## src/hdl/dess_pkg.sv

```systemverilog
// shared types, constants and codes for the three-axis double exponential smoother
// no dependencies
package dess_pkg;

    localparam int SAMPLE_BITS    = 32;
    localparam int GAIN_FRAC_BITS = 16;
    localparam int GAIN_W         = GAIN_FRAC_BITS + 1;
    localparam int NUM_AXES       = 3;
    localparam int AXIS_W         = 2;
    localparam int CFG_IDX_W      = 2;
    localparam int CFG_DATA_W     = GAIN_W;
    localparam int AXES_W         = 2;

    // blend operands are one bit wider than a sample (level plus trend)
    localparam int OPER_W = SAMPLE_BITS + 1;

    localparam logic [GAIN_W-1:0] GAIN_ONE = {1'b1, {GAIN_FRAC_BITS{1'b0}}};

    // reset gains: 0.4 and 0.5 in unsigned q1.GAIN_FRAC_BITS
    localparam int LEVEL_GAIN_RST_I = (2 * (2 ** GAIN_FRAC_BITS)) / 5;
    localparam int TREND_GAIN_RST_I = 2 ** (GAIN_FRAC_BITS - 1);
    localparam logic [GAIN_W-1:0] LEVEL_GAIN_RST = GAIN_W'(LEVEL_GAIN_RST_I);
    localparam logic [GAIN_W-1:0] TREND_GAIN_RST = GAIN_W'(TREND_GAIN_RST_I);
    localparam logic [AXES_W-1:0] AXES_RST       = AXES_W'(3);

    typedef enum logic [CFG_IDX_W-1:0] {
        CFG_LEVEL_GAIN  = 2'd0,
        CFG_TREND_GAIN  = 2'd1,
        CFG_AXES_IN_USE = 2'd2
    } t_cfg_idx;

    typedef enum logic [2:0] {
        ST_IDLE,
        ST_SEL,
        ST_LVL_MUL,
        ST_LVL_FIN,
        ST_TRD_MUL,
        ST_TRD_FIN,
        ST_DONE
    } t_state;

    typedef struct packed {
        logic signed [SAMPLE_BITS-1:0] sample_x;
        logic signed [SAMPLE_BITS-1:0] sample_y;
        logic signed [SAMPLE_BITS-1:0] sample_z;
    } t_in_word;

    typedef struct packed {
        logic signed [SAMPLE_BITS-1:0] smoothed_x;
        logic signed [SAMPLE_BITS-1:0] smoothed_y;
        logic signed [SAMPLE_BITS-1:0] smoothed_z;
    } t_out_word;

    // sequencer controls towards the datapath
    typedef struct packed {
        logic in_ready;
        logic blend_en;
        logic use_trend;
        logic take_lvl;
        logic take_trd;
        logic load_out;
    } t_ctrl;

endpackage

```

## src/hdl/dess_blend.sv

```systemverilog
// shared blend unit: w*a + (one-w)*b, rounded half up and saturated to a sample
// registered multiply, finishing add/round/saturate read from the product register
// depends on dess_pkg
module dess_blend (
    input  logic                                   i_clk,
    input  logic                                   i_en,
    input  logic        [dess_pkg::GAIN_W-1:0]      i_gain,
    input  logic signed [dess_pkg::OPER_W-1:0]      i_a,
    input  logic signed [dess_pkg::OPER_W-1:0]      i_b,
    output logic signed [dess_pkg::SAMPLE_BITS-1:0] o_res
);
    import dess_pkg::*;

    localparam int DIFF_W = OPER_W + 1;
    localparam int PROD_W = GAIN_W + 1 + DIFF_W;
    localparam int ACC_W  = PROD_W + 1;
    localparam int Q_W    = ACC_W - GAIN_FRAC_BITS;
    localparam logic [ACC_W-1:0] HALF = ACC_W'(1) << (GAIN_FRAC_BITS - 1);

    logic signed [DIFF_W-1:0] w_diff;
    logic signed [PROD_W-1:0] n_prod;
    logic signed [PROD_W-1:0] r_prod;
    logic signed [OPER_W-1:0] r_b;
    logic        [ACC_W-1:0]  w_acc;
    logic        [Q_W-1:0]    w_q;
    logic                     w_ovf;

    // b*one + w*(a-b) is the same blend with one product
    assign w_diff = {i_a[OPER_W-1], i_a} - {i_b[OPER_W-1], i_b};
    assign n_prod = $signed({1'b0, i_gain}) * w_diff;

    always_ff @(posedge i_clk) begin
        if (i_en) begin
            r_prod <= n_prod;
            r_b    <= i_b;
        end
    end

    assign w_acc = {{(ACC_W - OPER_W - GAIN_FRAC_BITS){r_b[OPER_W-1]}}, r_b,
                    {GAIN_FRAC_BITS{1'b0}}}
                 + {{(ACC_W - PROD_W){r_prod[PROD_W-1]}}, r_prod}
                 + HALF;

    // floor shift, then saturate when the top bits disagree
    assign w_q   = w_acc[ACC_W-1:GAIN_FRAC_BITS];
    assign w_ovf = !((&w_q[Q_W-1:SAMPLE_BITS-1]) || !(|w_q[Q_W-1:SAMPLE_BITS-1]));

    always_comb begin
        if (!w_ovf) begin
            o_res = w_q[SAMPLE_BITS-1:0];
        end else if (w_q[Q_W-1]) begin
            o_res = {1'b1, {(SAMPLE_BITS-1){1'b0}}};
        end else begin
            o_res = {1'b0, {(SAMPLE_BITS-1){1'b1}}};
        end
    end

endmodule

```

## src/hdl/dess_seq.sv

```systemverilog
// sequencer of the smoother: walks the axes and the two blends of each smoothed axis
// depends on dess_pkg
module dess_seq (
    input  logic                        i_clk,
    input  logic                        i_rst_n,
    input  logic                        i_in_valid,
    input  logic                        i_out_stall,
    input  logic                        i_primed,
    input  logic                        i_out_vld,
    input  logic [dess_pkg::AXIS_W-1:0] i_axis,
    input  logic [dess_pkg::AXES_W-1:0] i_axes,
    output dess_pkg::t_state            o_state,
    output dess_pkg::t_ctrl             o_ctrl
);
    import dess_pkg::*;

    t_state r_state;
    t_state n_state;
    logic   w_last;
    logic   w_in_use;
    logic   w_out_free;

    assign w_last     = (i_axis == AXIS_W'(NUM_AXES - 1));
    assign w_in_use   = (i_axis < i_axes);
    assign w_out_free = !i_out_vld || !i_out_stall;

    always_comb begin
        n_state = r_state;
        case (r_state)
            ST_IDLE: begin
                if (i_in_valid) begin
                    n_state = i_primed ? ST_SEL : ST_DONE;
                end
            end
            ST_SEL: begin
                if (w_in_use) begin
                    n_state = ST_LVL_MUL;
                end else if (w_last) begin
                    n_state = ST_DONE;
                end
            end
            ST_LVL_MUL: n_state = ST_LVL_FIN;
            ST_LVL_FIN: n_state = ST_TRD_MUL;
            ST_TRD_MUL: n_state = ST_TRD_FIN;
            ST_TRD_FIN: n_state = w_last ? ST_DONE : ST_SEL;
            ST_DONE: begin
                if (w_out_free) begin
                    n_state = ST_IDLE;
                end
            end
            default:    n_state = ST_IDLE;
        endcase
    end

    always_comb begin
        o_ctrl = '0;
        case (r_state)
            ST_IDLE:    o_ctrl.in_ready = 1'b1;
            ST_LVL_MUL: o_ctrl.blend_en = 1'b1;
            ST_LVL_FIN: o_ctrl.take_lvl = 1'b1;
            ST_TRD_MUL: begin
                o_ctrl.blend_en  = 1'b1;
                o_ctrl.use_trend = 1'b1;
            end
            ST_TRD_FIN: o_ctrl.take_trd = 1'b1;
            ST_DONE:    o_ctrl.load_out = w_out_free;
            default:    o_ctrl = '0;
        endcase
    end

    always_ff @(posedge i_clk) begin
        if (!i_rst_n) begin
            r_state <= ST_IDLE;
        end else begin
            r_state <= n_state;
        end
    end

    assign o_state = r_state;

endmodule

```

## src/hdl/double_exponential_smoother_3axis.sv

```systemverilog
// top level of the three-axis holt double exponential smoother
// depends on dess_pkg, dess_blend and dess_seq
//
// use of the block
// - input channel: i_in_valid / o_in_stall carry one word of three signed q16.16
//   samples; a word is taken at an edge with valid high and stall low
// - output channel: o_out_valid / i_out_stall carry one word of three smoothed
//   samples per input word, in order
// - config channel: i_cfg_valid / o_cfg_ready with a register index and data;
//   ready is always high, index 0 level gain, 1 trend gain, 2 axes in use,
//   other indexes are dropped; write only while the block is idle
// - the first word after reset passes straight through: it is held in the result
//   registers and moves into the output register in the done step; later words go
//   through a select step per axis and the two blends of each smoothed axis
// - flow: one word at a time; the next word is taken only after the result has moved
//   into the output register. The single shared multiplier serves two blends per
//   smoothed axis, each with a multiply step and a round/saturate step
// - reset (synchronous, active low) restores the default gains and axis count
//   and forgets the first sample, so the next word primes level and trend again
// - a stalled receiver holds the result in the output register; one more word
//   is worked on meanwhile and waits finished until the register frees
module double_exponential_smoother_3axis (
    input  logic                              i_clk,
    input  logic                              i_rst_n,
    input  logic                              i_in_valid,
    output logic                              o_in_stall,
    input  dess_pkg::t_in_word                i_in_word,
    output logic                              o_out_valid,
    input  logic                              i_out_stall,
    output dess_pkg::t_out_word               o_out_word,
    input  logic                              i_cfg_valid,
    output logic                              o_cfg_ready,
    input  logic [dess_pkg::CFG_IDX_W-1:0]    i_cfg_index,
    input  logic [dess_pkg::CFG_DATA_W-1:0]   i_cfg_data
);
    import dess_pkg::*;

    // configuration registers
    logic [GAIN_W-1:0] r_level_gain;
    logic [GAIN_W-1:0] r_trend_gain;
    logic [AXES_W-1:0] r_axes;

    // per-axis state, loaded by the first word before it is ever read
    logic signed [SAMPLE_BITS-1:0] r_level [NUM_AXES];
    logic signed [SAMPLE_BITS-1:0] r_trend [NUM_AXES];
    logic signed [SAMPLE_BITS-1:0] r_samp  [NUM_AXES];
    logic signed [SAMPLE_BITS-1:0] r_res   [NUM_AXES];
    logic signed [SAMPLE_BITS-1:0] w_in    [NUM_AXES];

    logic              r_primed;
    logic [AXIS_W-1:0] r_axis;
    logic              r_out_vld;
    t_out_word         r_out_word;

    t_state            w_state;
    t_ctrl             w_ctrl;
    logic              w_in_acc;

    // blend operands
    logic        [GAIN_W-1:0]      w_alpha;
    logic        [GAIN_W-1:0]      w_gamma;
    logic        [GAIN_W-1:0]      w_gain;
    logic signed [OPER_W-1:0]      w_a;
    logic signed [OPER_W-1:0]      w_b;
    logic signed [SAMPLE_BITS-1:0] w_blend;
    logic signed [SAMPLE_BITS-1:0] w_lv;
    logic signed [SAMPLE_BITS-1:0] w_tr;
    logic signed [SAMPLE_BITS-1:0] w_sm;
    logic signed [SAMPLE_BITS-1:0] w_sp;

    assign w_in[0] = i_in_word.sample_x;
    assign w_in[1] = i_in_word.sample_y;
    assign w_in[2] = i_in_word.sample_z;

    assign o_in_stall  = !w_ctrl.in_ready;
    assign w_in_acc    = i_in_valid && w_ctrl.in_ready;
    assign o_cfg_ready = 1'b1;

    // gains above one act as one
    assign w_alpha = (r_level_gain > GAIN_ONE) ? GAIN_ONE : r_level_gain;
    assign w_gamma = (r_trend_gain > GAIN_ONE) ? GAIN_ONE : r_trend_gain;

    assign w_lv = r_level[r_axis];
    assign w_tr = r_trend[r_axis];
    assign w_sm = r_res[r_axis];
    assign w_sp = r_samp[r_axis];

    // level blend: alpha, sample, level + trend
    // trend blend: gamma, new smoothed - old level, trend
    always_comb begin
        if (w_ctrl.use_trend) begin
            w_gain = w_gamma;
            w_a    = {w_sm[SAMPLE_BITS-1], w_sm} - {w_lv[SAMPLE_BITS-1], w_lv};
            w_b    = {w_tr[SAMPLE_BITS-1], w_tr};
        end else begin
            w_gain = w_alpha;
            w_a    = {w_sp[SAMPLE_BITS-1], w_sp};
            w_b    = {w_lv[SAMPLE_BITS-1], w_lv} + {w_tr[SAMPLE_BITS-1], w_tr};
        end
    end

    dess_blend u_blend (
        .i_clk  (i_clk),
        .i_en   (w_ctrl.blend_en),
        .i_gain (w_gain),
        .i_a    (w_a),
        .i_b    (w_b),
        .o_res  (w_blend)
    );

    dess_seq u_seq (
        .i_clk       (i_clk),
        .i_rst_n     (i_rst_n),
        .i_in_valid  (i_in_valid),
        .i_out_stall (i_out_stall),
        .i_primed    (r_primed),
        .i_out_vld   (r_out_vld),
        .i_axis      (r_axis),
        .i_axes      (r_axes),
        .o_state     (w_state),
        .o_ctrl      (w_ctrl)
    );

    // configuration writes
    always_ff @(posedge i_clk) begin
        if (!i_rst_n) begin
            r_level_gain <= LEVEL_GAIN_RST;
            r_trend_gain <= TREND_GAIN_RST;
            r_axes       <= AXES_RST;
        end else if (i_cfg_valid) begin
            case (i_cfg_index)
                CFG_LEVEL_GAIN:  r_level_gain <= i_cfg_data;
                CFG_TREND_GAIN:  r_trend_gain <= i_cfg_data;
                CFG_AXES_IN_USE: r_axes       <= i_cfg_data[AXES_W-1:0];
                default:         ;
            endcase
        end
    end

    // control state
    always_ff @(posedge i_clk) begin
        if (!i_rst_n) begin
            r_primed  <= 1'b0;
            r_axis    <= '0;
            r_out_vld <= 1'b0;
        end else begin
            if (w_in_acc) begin
                r_primed <= 1'b1;
                r_axis   <= '0;
            end else if ((w_state == ST_SEL && r_axis >= r_axes) || w_ctrl.take_trd) begin
                if (r_axis != AXIS_W'(NUM_AXES - 1)) begin
                    r_axis <= r_axis + AXIS_W'(1);
                end
            end
            if (w_ctrl.load_out) begin
                r_out_vld <= 1'b1;
            end else if (!i_out_stall) begin
                r_out_vld <= 1'b0;
            end
        end
    end

    // per-axis datapath
    always_ff @(posedge i_clk) begin
        if (w_in_acc) begin
            for (int k = 0; k < NUM_AXES; k++) begin
                r_samp[k] <= w_in[k];
                // first word primes level and trend and passes through
                if (!r_primed) begin
                    r_level[k] <= w_in[k];
                    r_trend[k] <= w_in[k];
                    r_res[k]   <= w_in[k];
                end
            end
        end
        if (w_state == ST_SEL && r_axis >= r_axes) begin
            r_res[r_axis] <= w_sp;
        end
        if (w_ctrl.take_lvl) begin
            r_res[r_axis] <= w_blend;
        end
        if (w_ctrl.take_trd) begin
            r_trend[r_axis] <= w_blend;
            r_level[r_axis] <= w_sm;
        end
        if (w_ctrl.load_out) begin
            r_out_word.smoothed_x <= r_res[0];
            r_out_word.smoothed_y <= r_res[1];
            r_out_word.smoothed_z <= r_res[2];
        end
    end

    assign o_out_valid = r_out_vld;
    assign o_out_word  = r_out_word;

    // a taken word closes the input until its result is in the output register
    a_in_closes: assert property (@(posedge i_clk) disable iff (!i_rst_n)
        (i_in_valid && !o_in_stall) |=> o_in_stall)
        else $error("input open right after a word was taken");

    // every word leaves the block primed
    a_primed: assert property (@(posedge i_clk) disable iff (!i_rst_n)
        (i_in_valid && !o_in_stall) |=> r_primed)
        else $error("not primed after a word");

    // a new result only comes from the finishing step
    a_out_src: assert property (@(posedge i_clk) disable iff (!i_rst_n)
        $rose(o_out_valid) |-> $past(w_state == ST_DONE))
        else $error("result loaded outside the finishing step");

    // the axis counter never leaves the axis range
    a_axis_rng: assert property (@(posedge i_clk) disable iff (!i_rst_n)
        r_axis != AXIS_W'(NUM_AXES))
        else $error("axis counter out of range");

endmodule
```

## config.mk

```make
export PLATFORM = sky130hd
export DESIGN_NAME = double_exponential_smoother_3axis
export DESIGN_NICKNAME = d
export VERILOG_FILES = /design/src/hdl/dess_pkg.sv /design/src/hdl/dess_blend.sv /design/src/hdl/dess_seq.sv /design/src/hdl/double_exponential_smoother_3axis.sv
export SDC_FILE = /design/constraint.sdc
export NUM_CORES = 2
export LEC_CHECK = 0
export BUFFER_PORTS_ARGS = -buffer_cell sky130_fd_sc_hd__buf_2
export CAP_MARGIN = 10
export CORE_MARGIN = 2
export CORE_UTILIZATION = 40
export DETAILED_ROUTE_END_ITERATION = 6
export SYNTH_ARGS = -nofsm -noshare
export SYNTH_HDL_FRONTEND = slang
export SYNTH_SLANG_ARGS = --single-unit
```

## constraint.sdc

```tcl
create_clock -name i_clk -period 14 [get_ports i_clk]
set_clock_uncertainty 0.05 [all_clocks]
set_input_delay 0 -clock i_clk [delete_from_list [all_inputs] [get_ports i_clk]]
set_output_delay 0 -clock i_clk [all_outputs]
set_load 0.01 [all_outputs]
```

==> reports/metrics.cfg <==
[run_status]
status=finished, final reports clean

[die]
start_util_pct=40.3
ios=219
dieArea_mm2=0.143
die_h_um=379
num_rows=137
core_mm2=0.139
dieWidth_um=379

[route]
drtAntennaViolNets=0
vias=42200
drt_pre_antenna_iters=6
detail_route.iter0.violations=3672
via_per_inst=5.47
wl_per_cell_um=21.9
routed_wl_um=169000
drc=0

[cells_and_area]
syn_to_final_growth_pct=13.2
final_cells=7720
drive_gt1_share_pct=10.7
fillers=13100
final_nets=6706

[timing]
relSlewSlack_pct=3.16
fin_hold_ws_ns=0.0480
setup-violations-final=0
fmax_mhz=76.5
rsz0062_at_grt=false
setup_tns_ns=0
tightest_slew_ns=1.43
min_period_over_period_pct=93.3
hold_viol_final=0
fin_crit_ns=13.07
drv_slew=0

[clock_tree]
clkTransAtPathRegs_ns=0.06
cts-root-buf=clkbuf_16
cts_buffers=78
cts_tree=yes
clock-sinks=691
h-tree-depth=3
clkLatencyLatePin_ns=0.67
cts_max_path_buffers=3

[synth]
yosys.cell_count.top_type=nand2_1
synth_area_leaders=edfxtp_1, fa_1, nand2_1
syn_area_per_cell_um2=10.2
synth_cell_type_count=91
synth-seq-area-share_pct=36.2
synthesis.area_mm2=0.0561
synth_area_leader_cell=edfxtp_1
synthesis.nets=6414
synth_edf_count=646
yosysTopAreaCellShare_pct=34.6
ys_dominant_reg_cell=edfxtp_1
synthArstFlopShare_pct=0
ys_seq_elements=691
yosys_warnings=0
synth_common_cells=nand2_1, inv_1, edfxtp_1
netlist_instances=5486

[min_path]
hold_class=input port to flip-flop

[setup_path]
crit_arrival_ns=13.42
required_ns=14.35
crit_path_max_fanout=52
cp-start-kind=flip-flop
cpMostUsedCell=fa_1
cp_slowest_cell=mux4_2
critPathMaxStageDelay_ns=0.66
crit_type=flip-flop to flip-flop
cp-end-kind=flip-flop

[placed_design]
place_inst=7441
port_buffers=217
hpwl_um=128000
globalplace.congestion=0.942

[grt]
grt_pass1_wl_um=258000
grt_pass1_vias=42700
grt-ovfl-total=0
gr-usage-all-layers_pct=23.7
antenna_found_initial=1
grt_max_degree=72

[run]
maxCapViolCount=0

what timing repair did:
action | 4_1_cts | 5_1_grt
endpoints found under the setup margin | 0 | 6
buffers inserted | 0 | 1
hold buffers | 132 | 0
hold endpoints to repair | 451 | 0
resized for setup | 0 | 3
critical path, delay by kind of cell (launching register included):
family	cells	cell delay, ns
AOI/OAI and AO/OA	16	4.43
xor gates and xnor gates	2	0.29
adders and majority gates	9	4.27
buffers and inverters	6	0.68
DFF	1	0.58
muxes	1	0.66
and+or+nand+nor	9	1.78
layer usage:
layer  track usage [%]  vias to the layer above  wire length [um]
li1                  -                    19100                 -
met1              31.3                    21300             70300
met2              40.7                     1575             83900
met3              3.19                      254             10400
met4              6.65                        0              4820
met5                 0                        -                 0
cell usage in the layout (no fill, tap or decap), drive strengths merged, types with 25 or more instances in the layout:
master       netlist  final
inv              789    791
o211ai            25     25
nand2b            51     51
nor2             346    346
xnor2            114    114
xor2              63     63
mux2i             50     50
nor2b             45     45
edfxtp           646    646
nor3              61     61
mux4              96     96
dlygate4sd3        0    132
nand3             43     43
nand2            956    956
a21oi            223    223
nand4             25     25
buf               45    328
a21o              78     78
clkinv             0     33
a211oi            25     25
a31oi             54     54
and2              52     52
clkbuf           203     99
o21bai            25     25
a21boi            41     41
dfxtp             45     45
ha               262    262
o21ai            245    245
o21a              46     46
fa               546    546
o221ai            43     43
path summary, 6_finish.rpt:
path,from,endpoint,slack [ns],cells past startpoint
worst min-delay path,i_in_word[94],r_samp[0][30],0.05,2
worst max register to register,flip-flop,u_blend.r_prod[51],0.93,43
worst min register to register,r_res[2][21],o_out_word[21],0.40,0
worst max-delay path,flip-flop,u_blend.r_prod[51],0.93,43
stage by stage:
stage | util [%] | setup WS [ns] | area [um^2]
6_report | 45.6 | 0.931 | 63500
5_1_grt | 45.6 | 0.0681 | 63500
4_1_cts | 45.5 | 0.542 | 63500
3_5_place_dp | 42.7 | 0.596 | 59500
3_3_place_gp | 42.7 | 0.958 | 59500
2_1_floorplan | - | 1.83 | 56100
cells by family after synthesis:
logic type	synth area share [%]
simple gates	12.7
fa+ha+maj	25.3
xor+xnor	2.76
mux	4.91
other cells	0.00668
compound gates	11.1
buf+inv	6.99
flops	36.2
cell type report:
class	instances	area (um^2)	area share [%]
antenna	2	5.00	0.00788
timing repair buffer	460	3270	5.15
inverter	789	2960	4.66
multi-input combinational	3758	32000	50.4
tap	1876	2350	3.70
clock buffer	99	2150	3.38
clock inverter	45	464	0.731
sequential	691	20300	32.0
state kept, by name (all words and copies together) (netlist names), named ones only:
signal and flops:
r_level 128, r_res 128, r_trend 128, o_out_word 96
r_samp 96, u_blend.r_prod 37, u_blend.r_b 33, r_level_gain 17
r_trend_gain 17, u_seq.o_state 3, r_axes 2, r_axis 2
o_out_valid 1, r_primed 1
Power is left out: the tool's default activity adds up to more than one toggle a clock period on the data nets, which glitch-free logic cannot reach.
